--- src/design/bdrp_pkg.sv ---
// bayer demosaic row pair: shared types, codes and the row rule lookup
// no dependencies; imported by every module of the block but bdrp_queue
`timescale 1ns / 1ps

package bdrp_pkg;

	// row rule: color order of the current row, even column first
	typedef enum logic [1:0] {
		RULE_BG = 2'd0,
		RULE_RG = 2'd1,
		RULE_GB = 2'd2,
		RULE_GR = 2'd3
	} rule_t;

	// mosaic order held in the pattern register
	typedef enum logic [1:0] {
		PAT_BGGR = 2'd0,
		PAT_GBRG = 2'd1,
		PAT_GRBG = 2'd2,
		PAT_RGGB = 2'd3
	} pattern_t;

	localparam pattern_t PATTERN_RESET = PAT_RGGB;

	// classification of one beat, carried with its samples through the queue
	typedef struct packed {
		rule_t rule;
		logic  last;
		logic  half;
	} item_ctrl_t;

	// row rule for a mosaic order and the row phase
	function automatic rule_t rule_lookup(input pattern_t pat, input logic phase);
		rule_t r;
		case (pat)
			PAT_BGGR: r = phase ? RULE_GR : RULE_BG;
			PAT_GBRG: r = phase ? RULE_RG : RULE_GB;
			PAT_GRBG: r = phase ? RULE_BG : RULE_GR;
			PAT_RGGB: r = phase ? RULE_GB : RULE_RG;
			default:  r = RULE_BG;
		endcase
		return r;
	endfunction

endpackage

--- src/design/bayer_demosaic_row_pair_core.sv ---
// bayer demosaic row pair: top level, front end, queue and back end
// depends on bdrp_pkg, bdrp_front, bdrp_queue, bdrp_back
//
// Usage
//   Input channel (in_valid / in_stall): one beat is one column pair of the
//   current Bayer row plus the same columns of its partner row, with the row
//   phase, last_pair and half_pair flags. Output channel (out_valid /
//   out_stall): one beat is a pair of pixels; second_valid marks the odd
//   pixel, row_end the last beat of a row. cfg_we / cfg_data load the mosaic
//   order (0 BGGR, 1 GBRG, 2 GRBG, 3 RGGB); write it only while idle.
//   Path: a result passes the queue and the back-end result register after
//   the beat that releases it is accepted. A mid-row pair releases the pair
//   before it; a last pair releases that one and itself, so its own result
//   follows behind the other.
//   Throughput: one beat per cycle unless the output stalls, set by the single
//   back-end result register; a last pair arriving behind a pending pair occupies the back
//   end twice, so with the default two-entry queue and beats arriving back
//   to back in_stall rises for one cycle after each such row.
//   Reset: mosaic order RGGB, queue empty, nothing pending, no output beat.
//   Stall: a stalled output beat holds; the back end waits, the queue fills
//   and then in_stall rises.
`timescale 1ns / 1ps

module bayer_demosaic_row_pair_core import bdrp_pkg::*; #(
	parameter int SAMPLE_BITS = 8,
	parameter int QUEUE_DEPTH = 2
) (
	input  logic                   clk,
	input  logic                   arst_n,
	input  logic                   cfg_we,
	input  logic [1:0]             cfg_data,
	input  logic                   in_valid,
	output logic                   in_stall,
	input  logic                   row_phase,
	input  logic [SAMPLE_BITS-1:0] cur_even,
	input  logic [SAMPLE_BITS-1:0] cur_odd,
	input  logic [SAMPLE_BITS-1:0] near_even,
	input  logic [SAMPLE_BITS-1:0] near_odd,
	input  logic                   last_pair,
	input  logic                   half_pair,
	output logic                   out_valid,
	input  logic                   out_stall,
	output logic [SAMPLE_BITS-1:0] blue_a,
	output logic [SAMPLE_BITS-1:0] green_a,
	output logic [SAMPLE_BITS-1:0] red_a,
	output logic [SAMPLE_BITS-1:0] blue_b,
	output logic [SAMPLE_BITS-1:0] green_b,
	output logic [SAMPLE_BITS-1:0] red_b,
	output logic                   second_valid,
	output logic                   row_end
);

	localparam int SB = SAMPLE_BITS;
	localparam int QW = $bits(item_ctrl_t) + 4 * SB;

	logic          q_full, q_push, q_pop, q_head_valid;
	item_ctrl_t    q_ctrl, head_ctrl;
	logic [QW-1:0] q_wdata, q_head;
	logic [SB-1:0] head_ce, head_co, head_ne, head_no;

	// front end: pattern register and classification
	bdrp_front u_front (
		.clk       (clk),
		.arst_n    (arst_n),
		.cfg_we    (cfg_we),
		.cfg_data  (cfg_data),
		.in_valid  (in_valid),
		.in_stall  (in_stall),
		.row_phase (row_phase),
		.last_pair (last_pair),
		.half_pair (half_pair),
		.q_full    (q_full),
		.q_push    (q_push),
		.q_ctrl    (q_ctrl)
	);

	// queue entry: classification plus the four samples
	assign q_wdata = {q_ctrl, cur_even, cur_odd, near_even, near_odd};

	bdrp_queue #(
		.WIDTH (QW),
		.DEPTH (QUEUE_DEPTH)
	) u_queue (
		.clk        (clk),
		.arst_n     (arst_n),
		.push       (q_push),
		.push_data  (q_wdata),
		.full       (q_full),
		.pop        (q_pop),
		.head_valid (q_head_valid),
		.head_data  (q_head)
	);

	assign {head_ctrl, head_ce, head_co, head_ne, head_no} = q_head;

	// back end: neighbor state, interpolation and result register
	bdrp_back #(
		.SAMPLE_BITS (SB)
	) u_back (
		.clk          (clk),
		.arst_n       (arst_n),
		.head_valid   (q_head_valid),
		.head_ctrl    (head_ctrl),
		.head_ce      (head_ce),
		.head_co      (head_co),
		.head_ne      (head_ne),
		.head_no      (head_no),
		.pop          (q_pop),
		.out_valid    (out_valid),
		.out_stall    (out_stall),
		.blue_a       (blue_a),
		.green_a      (green_a),
		.red_a        (red_a),
		.blue_b       (blue_b),
		.green_b      (green_b),
		.red_b        (red_b),
		.second_valid (second_valid),
		.row_end      (row_end)
	);

endmodule

--- src/design/bdrp_front.sv ---
// bayer demosaic row pair: front end, pattern register and beat classification
// depends on bdrp_pkg; feeds bdrp_queue
`timescale 1ns / 1ps

module bdrp_front import bdrp_pkg::*; (
	input  logic       clk,
	input  logic       arst_n,
	input  logic       cfg_we,
	input  logic [1:0] cfg_data,
	input  logic       in_valid,
	output logic       in_stall,
	input  logic       row_phase,
	input  logic       last_pair,
	input  logic       half_pair,
	input  logic       q_full,
	output logic       q_push,
	output item_ctrl_t q_ctrl
);

	pattern_t pattern_q;

	// pattern register
	always_ff @(posedge clk or negedge arst_n) begin
		if (!arst_n) begin
			pattern_q <= PATTERN_RESET;
		end else if (cfg_we) begin
			pattern_q <= pattern_t'(cfg_data);
		end
	end

	// accept while the queue has room
	assign in_stall = q_full;
	assign q_push   = in_valid & ~q_full;

	// classify: rule from pattern and phase, half pair only counts at row end
	always_comb begin
		q_ctrl.rule = rule_lookup(pattern_q, row_phase);
		q_ctrl.last = last_pair;
		q_ctrl.half = last_pair & half_pair;
	end

endmodule

--- src/design/bdrp_queue.sv ---
// bayer demosaic row pair: short fifo between front and back end
// no dependencies
`timescale 1ns / 1ps

module bdrp_queue #(
	parameter int WIDTH = 36,
	parameter int DEPTH = 2
) (
	input  logic             clk,
	input  logic             arst_n,
	input  logic             push,
	input  logic [WIDTH-1:0] push_data,
	output logic             full,
	input  logic             pop,
	output logic             head_valid,
	output logic [WIDTH-1:0] head_data
);

	localparam int PW = (DEPTH > 1) ? $clog2(DEPTH) : 1;
	localparam int CW = $clog2(DEPTH + 1);

	logic [WIDTH-1:0] mem_q [DEPTH];
	logic [PW-1:0]    wr_ptr_q;
	logic [PW-1:0]    rd_ptr_q;
	logic [CW-1:0]    count_q;

	assign full       = (count_q == CW'(DEPTH));
	assign head_valid = (count_q != '0);
	assign head_data  = mem_q[rd_ptr_q];

	// entry storage
	always_ff @(posedge clk) begin
		if (push) begin
			mem_q[wr_ptr_q] <= push_data;
		end
	end

	// pointers and fill count
	always_ff @(posedge clk or negedge arst_n) begin
		if (!arst_n) begin
			wr_ptr_q <= '0;
			rd_ptr_q <= '0;
			count_q  <= '0;
		end else begin
			if (push) begin
				wr_ptr_q <= (wr_ptr_q == PW'(DEPTH - 1)) ? '0 : wr_ptr_q + PW'(1);
			end
			if (pop) begin
				rd_ptr_q <= (rd_ptr_q == PW'(DEPTH - 1)) ? '0 : rd_ptr_q + PW'(1);
			end
			if (push && !pop) begin
				count_q <= count_q + CW'(1);
			end else if (pop && !push) begin
				count_q <= count_q - CW'(1);
			end
		end
	end

endmodule

--- src/design/bdrp_back.sv ---
// bayer demosaic row pair: back end, neighbor state, interpolation, result register
// depends on bdrp_pkg; drains bdrp_queue
`timescale 1ns / 1ps

module bdrp_back import bdrp_pkg::*; #(
	parameter int SAMPLE_BITS = 8
) (
	input  logic                   clk,
	input  logic                   arst_n,
	input  logic                   head_valid,
	input  item_ctrl_t             head_ctrl,
	input  logic [SAMPLE_BITS-1:0] head_ce,
	input  logic [SAMPLE_BITS-1:0] head_co,
	input  logic [SAMPLE_BITS-1:0] head_ne,
	input  logic [SAMPLE_BITS-1:0] head_no,
	output logic                   pop,
	output logic                   out_valid,
	input  logic                   out_stall,
	output logic [SAMPLE_BITS-1:0] blue_a,
	output logic [SAMPLE_BITS-1:0] green_a,
	output logic [SAMPLE_BITS-1:0] red_a,
	output logic [SAMPLE_BITS-1:0] blue_b,
	output logic [SAMPLE_BITS-1:0] green_b,
	output logic [SAMPLE_BITS-1:0] red_b,
	output logic                   second_valid,
	output logic                   row_end
);

	localparam int SB = SAMPLE_BITS;

	function automatic logic [SB-1:0] avg2(input logic [SB-1:0] x, input logic [SB-1:0] y);
		logic [SB:0] s;
		s = {1'b0, x} + {1'b0, y};
		return s[SB:1];
	endfunction

	// neighbor state
	logic [SB-1:0] held_c_q, held_n_q;
	logic [SB-1:0] pend_ce_q, pend_co_q, pend_ne_q, pend_no_q;
	logic          pend_valid_q;
	logic          fin_due_q;

	// result register
	logic          out_valid_q;
	logic [SB-1:0] ba_q, ga_q, ra_q, bb_q, gb_q, rb_q;
	logic          second_q, end_q;

	logic          slot_free, emit_pend, emit_fin, produce, advance;
	logic [SB-1:0] left_c, left_n;
	logic [SB-1:0] lc, ln, ce, co, ne, no, rc, rn;
	logic          sec, fin;
	logic [SB-1:0] av_lco, av_lno, av_cer, av_ner;
	logic [SB-1:0] ba, ga, ra, bb, gb, rb;

	// sequencing: a pending pair leaves first, a row end pair leaves after it
	always_comb begin
		slot_free = ~out_valid_q | ~out_stall;
		emit_pend = head_valid & pend_valid_q & ~fin_due_q;
		emit_fin  = head_valid & head_ctrl.last & (~pend_valid_q | fin_due_q);
		produce   = emit_pend | emit_fin;
		advance   = head_valid & (slot_free | ~produce);
		pop       = advance & ~(emit_pend & head_ctrl.last);
	end

	// left neighbors of the head beat; at row start its own odd samples, zero for a half pair
	always_comb begin
		if (pend_valid_q) begin
			left_c = pend_co_q;
			left_n = pend_no_q;
		end else if (head_ctrl.half) begin
			left_c = '0;
			left_n = '0;
		end else begin
			left_c = head_co;
			left_n = head_no;
		end
	end

	// operand select for the result being formed
	always_comb begin
		if (emit_pend) begin
			lc  = held_c_q;
			ln  = held_n_q;
			ce  = pend_ce_q;
			co  = pend_co_q;
			ne  = pend_ne_q;
			no  = pend_no_q;
			rc  = head_ce;
			rn  = head_ne;
			sec = 1'b1;
			fin = 1'b0;
		end else begin
			lc  = left_c;
			ln  = left_n;
			ce  = head_ce;
			co  = head_ctrl.half ? left_c : head_co;
			ne  = head_ne;
			no  = head_ctrl.half ? left_n : head_no;
			rc  = head_ce;
			rn  = head_ne;
			sec = ~head_ctrl.half;
			fin = 1'b1;
		end
	end

	// floored averages and per-rule color placement
	always_comb begin
		av_lco = avg2(lc, co);
		av_lno = avg2(ln, no);
		av_cer = avg2(ce, rc);
		av_ner = avg2(ne, rn);
		case (head_ctrl.rule)
			RULE_BG: begin
				ba = ce;     ga = av_lco; ra = av_lno;
				bb = av_cer; gb = co;     rb = no;
			end
			RULE_RG: begin
				ba = av_lno; ga = av_lco; ra = ce;
				bb = no;     gb = co;     rb = av_cer;
			end
			RULE_GB: begin
				ba = av_lco; ga = ce;     ra = ne;
				bb = co;     gb = av_cer; rb = av_ner;
			end
			default: begin
				ba = ne;     ga = ce;     ra = av_lco;
				bb = av_ner; gb = av_cer; rb = co;
			end
		endcase
		if (!sec) begin
			bb = '0;
			gb = '0;
			rb = '0;
		end
	end

	// neighbor state update
	always_ff @(posedge clk or negedge arst_n) begin
		if (!arst_n) begin
			held_c_q     <= '0;
			held_n_q     <= '0;
			pend_ce_q    <= '0;
			pend_co_q    <= '0;
			pend_ne_q    <= '0;
			pend_no_q    <= '0;
			pend_valid_q <= 1'b0;
			fin_due_q    <= 1'b0;
		end else if (advance) begin
			if (emit_pend && head_ctrl.last) begin
				fin_due_q <= 1'b1;
			end else begin
				fin_due_q <= 1'b0;
				held_c_q  <= left_c;
				held_n_q  <= left_n;
				if (head_ctrl.last) begin
					pend_valid_q <= 1'b0;
				end else begin
					pend_valid_q <= 1'b1;
					pend_ce_q    <= head_ce;
					pend_co_q    <= head_co;
					pend_ne_q    <= head_ne;
					pend_no_q    <= head_no;
				end
			end
		end
	end

	// result valid
	always_ff @(posedge clk or negedge arst_n) begin
		if (!arst_n) begin
			out_valid_q <= 1'b0;
		end else if (slot_free) begin
			out_valid_q <= advance & produce;
		end
	end

	// result payload
	always_ff @(posedge clk) begin
		if (advance && produce) begin
			ba_q     <= ba;
			ga_q     <= ga;
			ra_q     <= ra;
			bb_q     <= bb;
			gb_q     <= gb;
			rb_q     <= rb;
			second_q <= sec;
			end_q    <= fin;
		end
	end

	assign out_valid    = out_valid_q;
	assign blue_a       = ba_q;
	assign green_a      = ga_q;
	assign red_a        = ra_q;
	assign blue_b       = bb_q;
	assign green_b      = gb_q;
	assign red_b        = rb_q;
	assign second_valid = second_q;
	assign row_end      = end_q;

endmodule

--- config.mk ---
export PLATFORM = sky130hd
export DESIGN_NAME = bayer_demosaic_row_pair_core
export DESIGN_NICKNAME = d
export VERILOG_FILES = /design/src/design/bdrp_pkg.sv /design/src/design/bayer_demosaic_row_pair_core.sv /design/src/design/bdrp_front.sv /design/src/design/bdrp_queue.sv /design/src/design/bdrp_back.sv
export SDC_FILE = /design/constraint.sdc
export NUM_CORES = 1
export LEC_CHECK = 0
export BUFFER_PORTS_ARGS = -buffer_cell sky130_fd_sc_hd__buf_4
export CORE_UTILIZATION = 35
export CTS_CLUSTER_DIAMETER = 120
export CTS_CLUSTER_SIZE = 28
export DETAILED_ROUTE_END_ITERATION = 7
export PLACE_DENSITY = 0.62
export REMOVE_ABC_BUFFERS = 1
export SLEW_MARGIN = 20
export SYNTH_ARGS = -nofsm -noshare
export SYNTH_HDL_FRONTEND = slang
export SYNTH_HIERARCHICAL = 1
export SYNTH_SLANG_ARGS = --single-unit
--- constraint.sdc ---
create_clock -name clk -period 4.6 [get_ports clk]
set_input_delay 0.92 -clock clk [delete_from_list [all_inputs] [get_ports clk]]
set_output_delay 0.92 -clock clk [all_outputs]
set_load 0.03 [all_outputs]
==> summary.md, run 1 <==
| Metric | Value |
|---|---|
| Post-synth EDFFs | `122` |
| Initial antenna violation count | `0` |
| Rel. slew slack | `0.3461` |
| Detailed Place HPWL | `15240 um` |
| Setup crit end kind | `flip-flop` |
| CP Max Fanout | `8` |
| Status | `complete, no violations` |
| Routability congestion estimate | `0.8731` |
| Register area | `5094 um^2` |
| Post-route ant nets | `0` |
| Mapped Cells | `749` |
| DR vias | `6119` |
| Yosys warns | `6` |
| Routed WL per cell | `17.95 um` |
| Yosys cell types | `60` |
| Worst Clk Skew | `0.01134 ns` |
| Total Routing Usage GR | `0.1595` |
| Starting DRT DRC Count | `400` |
| Via/cell ratio | `5.133` |
| Layout fillers | `2482` |
| Setup bufs post-CTS | `0` |
| CTS Buf Count | `17` |
| Crit path launch type | `flip-flop` |
| Share of layout cells above drive strength 1 | `0.3043` |
| # port buffers | `93` |
| ANT cells | `0` |
| Ys async rst share | `0.3184` |
| Full die area | `28040 um^2` |
| Final Hold Fails | `0` |
| Clk buf depth | `2` |
| Arrival time worst endpoint | `4.20 ns` |
| Mapped cell area | `9580 um^2` |
| Die span in x | `167.4 um` |
| Area Overhead vs Synth | `17.29%` |
| Final setup viols | `0` |
| Avg Cell Area, Syn | `12.79 um^2` |
| Max Slew Vio Count | `0` |
| Worst-Margin Slew | `0.9809 ns` |
| Post-CTS Resized | `0` |
| DRC Markers | `0` |
| Grt ovf | `0` |
| Seq/Total Area, Yosys | `0.5315` |
| CP required | `4.77 ns` |
| First-pass GRT wire length | `34070 um` |
| Clk_lat worst skew | `0.44 ns` |
| Footprint of the multi-input gates | `4180 um^2` |
| Tmin final | `4.029 ns` |
| Clock sinks | `179` |
| Fin crit share | `0.8760` |
| RSZ-0062 raised after global routing | `false` |
| FMAX | `248.2 MHz` |
| Core area | `26880 um^2` |
| CTS tree | `yes` |
| Die Ht | `167.4 um` |
| # IOs | `94` |
| Site Rows | `60` |
| Hold buffer count at CTS | `0` |
| Max Cap Viol | `0` |
| Total Wirelength | `21390 um` |
| Fin nets | `914` |
| Largest net degree at the start of global routing | `58` |
| # H-tree levels | `4` |
| Sum Neg Setup Slack | `0 ns` |
| Clk slew on worst S/H paths | `0.07 ns` |
| TritonRoute pass-1 iters | `4` |
| Root Buffer | `clkbuf_16` |
| Number of synthesized register bits | `179` |
| Min-delay worst type | `reg2reg` |
| Starting Density | `0.3565` |
| Main synth FF type | `edfxtp_1` |
| Vias in the first global route | `6054` |
| Critical path type | `reg2reg` |
-- worst max-delay path, cell delays in order (launching register included) --
cell and delay [ns]:
dfrtp_1 0.42, or2_2 0.22, nor2b_4 0.31, nor2_1 0.11
nor2b_1 0.48, a22o_1 0.30, ha_1 0.30, and2_1 0.20
a311o_1 0.39, a21o_1 0.22, a2111oi_0 0.45, or3_1 0.23
o221ai_1 0.12
-- flip-flops by register name, summed over array words and instances (netlist names), 2 cells and up --
signal	count
u_queue/mem_q	72
u_back/blue_a	8
u_back/blue_b	8
u_back/green_a	8
u_back/green_b	8
u_back/held_c_q	8
u_back/held_n_q	8
u_back/pend_ce_q	8
u_back/pend_co_q	8
u_back/pend_ne_q	8
u_back/pend_no_q	8
u_back/red_a	8
u_back/red_b	8
u_front/pattern_q	2
u_queue/count_q	2
-- Yosys cell counts, types with 3 or more instances --
cell type	count	area [um^2]
edfxtp_1	122	3664
nor2_1	61	229.0
mux2_2	56	630.6
dfrtp_1	55	1376
nand2_1	51	191.4
a21oi_1	44	220.2
o21ai_0	38	190.2
ha_1	31	387.9
mux2_4	30	450.4
clkbuf_1	25	93.84
mux4_2	19	427.9
inv_1	16	60.06
a22oi_1	15	112.6
xor2_1	15	131.4
a211oi_1	14	105.1
a22o_1	12	105.1
nor2b_1	11	68.82
and2_1	10	62.56
xnor2_1	10	87.58
a21o_1	8	60.06
mux2i_1	8	80.08
nor3_1	8	40.04
nand3_1	7	35.03
a21boi_0	5	37.54
buf_4	5	37.54
buf_6	5	56.30
nor3b_1	5	37.54
or3_1	5	31.28
a31oi_1	4	25.02
buf_1	3	11.26
buf_12	3	60.06
fa_1	3	60.06
nand2b_1	3	18.77
nand3b_1	3	22.52
o211ai_1	3	22.52
o21ai_1	3	15.01
o22ai_1	3	18.77
-- per-stage QoR --
stage / hold slack [ns] / utilization / cells / cell area [um^2] / setup slack [ns]
global placement: 0.4619 / 0.3944 / 1159 / 10600 / 0.7103
CTS: 0.4840 / 0.4178 / 1192 / 11230 / 0.6424
detailed placement: 0.4707 / 0.3954 / 1160 / 10630 / 0.6865
floorplan: 0.4460 / - / 708 / 9321 / -0.07944
finish: 0.4794 / 0.4181 / 1192 / 11240 / 0.5706
global route: 0.5036 / 0.4181 / 1192 / 11240 / 0.3581
-- cells by family after synthesis --
logic type / after synthesis / synth area share
multiplexers: 115 / 0.1682
adder cells (fa/ha/maj): 35 / 0.04780
AO/OA/AOI/OAI: 165 / 0.1110
flip-flops: 179 / 0.5315
buffers and inverters: 59 / 0.03409
AND/OR/NAND/NOR: 170 / 0.08202
XOR/XNOR: 26 / 0.02534
-- final timing paths --
path	start	end	slack [ns]	depth (start not counted)
worst min-delay path	u_back/held_c_q[6]	u_back/held_c_q[6]	0.48	2
worst min register to register	u_back/held_c_q[6]	u_back/held_c_q[6]	0.48	2
worst max-delay path	u_queue/count_q[0]	u_back/red_a[7]	0.57	12
max in group asynchronous	arst_n	u_queue/rd_ptr_q	3.46	1
worst max register to register	u_queue/count_q[0]	u_back/red_a[7]	0.57	12
min in group asynchronous	arst_n	u_queue/wr_ptr_q	0.57	1
-- layout by cell type (no fill, tap or decap), drive strengths merged, types with 5 or more instances in the layout --
| master | count |
|---|---|
| edfxtp | 122 |
| nor2 | 61 |
| nor2b | 12 |
| nand3 | 7 |
| xor2 | 15 |
| nand2 | 51 |
| mux4 | 19 |
| dfrtp | 55 |
| clkinv | 8 |
| a22o | 13 |
| a21boi | 5 |
| nor3 | 8 |
| mux2 | 88 |
| o21ai | 41 |
| and2 | 10 |
| ha | 31 |
| buf | 111 |
| a22oi | 15 |
| a21o | 8 |
| inv | 16 |
| xnor2 | 10 |
| nor3b | 5 |
| a21oi | 45 |
| a211oi | 14 |
| clkbuf | 19 |
| mux2i | 8 |
| or3 | 5 |
-- per-layer routing --
layer | vias to the layer above | wire, um | track usage
met4 | 0 | 267 | 0.05146
met5 | - | 0 | 0
met3 | 14 | 1006 | 0.03120
met2 | 144 | 10150 | 0.2525
li1 | 2980 | - | -
met1 | 2981 | 9970 | 0.2194
-- area by class of cell --
type	instances	area share
flip-flops and latches	179	0.4533
multi-input cells	511	0.3720
repair buffers	111	0.07705
clock buffers	19	0.03942
well taps	341	0.03797
clock inverters	13	0.01425
inverters	18	0.006013
Power of run 1 is left out: the tool's default activity adds up to more than one toggle a clock period on the data nets, which glitch-free logic cannot reach.
==> run 2: changes to the inputs <==
==> constraint.sdc (replaced) <==
create_clock -name clk -period 4.6 [get_ports clk]
set_input_delay 0 -clock clk [delete_from_list [all_inputs] [get_ports clk]]
set_output_delay 0 -clock clk [all_outputs]
set_load 0.03 [all_outputs]
==> summary.md, run 2 (same netlist as run 1, synthesis figures left out) <==
| Metric | Value |
|---|---|
| Status | `complete, no violations` |
| Full die area | `28040 um^2` |
| # H-tree levels | `4` |
| FMAX | `248.4 MHz` |
| Critical path type | `reg2reg` |
| Routed WL per cell | `17.50 um` |
| Crit path max-delay family | `compound AO/OA/AOI/OAI gates` |
| # IOs | `94` |
| Max Slew Vio Count | `0` |
| Final Hold Fails | `0` |
| Dpl cells | `1160` |
| Initial antenna violation count | `0` |
| Setup bufs post-CTS | `0` |
| CP cell instances | `or2_2, nor2b_4, a21oi_1, a22o_1, ha_1, and2_1, a311o_1, a21o_1, a2111oi_0, or3_1, o221ai_1` |
| Min-delay worst type | `in2reg` |
| CTS Buf Count | `17` |
| Grt ovf | `0` |
| Most frequent cells in the layout | `122 x edfxtp_1, 109 x buf_4, 61 x nor2_1, 56 x mux2_2, 54 x dfrtp_1` |
| Worst R2R Start | `u_queue/count_q[0]` |
| Clk slew on worst S/H paths | `0.07 ns` |
| CP required | `4.77 ns` |
| Share of layout cells above drive strength 1 | `0.2904` |
| Core area | `26880 um^2` |
| Max incr delay on CP | `0.51 ns` |
| Hold buffer count at CTS | `41` |
| Detailed Place HPWL | `15240 um` |
| Total Routing Usage GR | `0.1611` |
| Die Ht | `167.4 um` |
| ANT cells | `0` |
| DR WL met3 | `972 um` |
| Commonest non-fill, non-tap cell in the layout | `edfxtp_1` |
| CP bufs+invs | `0` |
| Hold Path End | `u_queue/wr_ptr_q` |
| Cell Area, Placed | `10630 um^2` |
| Worst Reg-to-Reg Cells | `11` |
| Via/cell ratio | `5.071` |
| CP Max Fanout | `8` |
| Starting DRT DRC Count | `427` |
| Final Cell Area | `11650 um^2` |
| Largest net degree at the start of global routing | `58` |
| Uppermost layer routed | `met4` |
| Met2 WL | `10310 um` |
| Crit path launch type | `flip-flop` |
| Fin crit share | `0.8751` |
| Setup crit end kind | `flip-flop` |
| DR vias | `6252` |
| Area Overhead vs Synth | `21.57%` |
| Arrival time worst endpoint | `4.19 ns` |
| Post-CTS Resized | `0` |
| # port buffers | `93` |
| Post-route ant nets | `0` |
| Finished Layout Cells | `1233` |
| Clk buf depth | `2` |
| Tmin final | `4.026 ns` |
| Starting Density | `0.3565` |
| Layout fillers | `2474` |
| Max reg flops | `72` |
| R2r setup slk | `0.57 ns` |
| WL met1 | `10020 um` |
| Clock sinks | `179` |
| CTS tree | `yes` |
| Worst Clk Skew | `0.01095 ns` |
| Sum Neg Setup Slack | `0 ns` |
| Fin nets | `955` |
| Hold_sp | `in_valid` |
| Total Wirelength | `21570 um` |
| Top reg by flops | `u_queue/mem_q` |
| Clk_lat worst skew | `0.44 ns` |
| TritonRoute pass-1 iters | `4` |
| Site Rows | `60` |
| Hold Crit Depth | `3` |
| Vias in the first global route | `6264` |
| Routability congestion estimate | `0.8731` |
| RSZ-0062 raised after global routing | `false` |
| DRC Markers | `0` |
| Die span in x | `167.4 um` |
| Slowest-stage cell, CP | `a21oi_1` |
| Worst-Margin Slew | `0.9745 ns` |
| Final setup viols | `0` |
| First-pass GRT wire length | `34540 um` |
| RR Endpoint | `u_back/red_a[7]` |
| Rel. slew slack | `0.3503` |
| Max Cap Viol | `0` |
| Root Buffer | `clkbuf_16` |
run 2: worst min-delay path, cell delays in order:
cell	delay (ns)
buf_4	0.10
nor2b_1	0.16
xor2_1	0.15
run 2: how the worst max path moves through the flow:
stage	slack (ns)	cells past startpoint	endpoint	startpoint
2_1_floorplan	-0.08	11	u_back/blue_a[5]	u_queue/rd_ptr_q
3_3_place_gp	0.71	12	u_back/red_a[5]	u_queue/count_q[0]
3_5_place_dp	0.69	12	u_back/red_a[7]	u_queue/count_q[0]
4_1_cts	0.64	11	u_back/red_a[5]	u_queue/count_q[0]
5_1_grt	0.37	12	u_back/red_a[7]	u_queue/count_q[0]
6_report	0.57	11	u_back/red_a[7]	u_queue/count_q[0]
run 2: routing by layer:
metal	vias up	GRT usage
met5	-	0
li1	3059	-
met4	0	0.05185
met2	159	0.2585
met3	14	0.02600
met1	3020	0.2224
run 2: per-stage QoR:
step / utilization / setup WS [ns] / hold slack [ns]
finish: 0.4334 / 0.5743 / 0.03059
CTS: 0.4331 / 0.6424 / 0.01709
floorplan: - / -0.07944 / -0.2956
global route: 0.4334 / 0.3706 / 0.03562
detailed placement: 0.3954 / 0.6865 / 0.1355
global placement: 0.3944 / 0.7103 / 0.1452
run 2: cell type report:
type                            count  area (um^2)  area share
Clock buffer                       19        442.9     0.03803
Clock inverter                     13        160.2     0.01375
Inverter                           18        67.56    0.005801
Multi-Input combinational cell    511         4180      0.3589
Sequential cell                   179         5094      0.4373
Tap cell                          341        426.7     0.03663
Timing Repair Buffer              152         1276      0.1096
Power of run 2 is left out for the same reason.
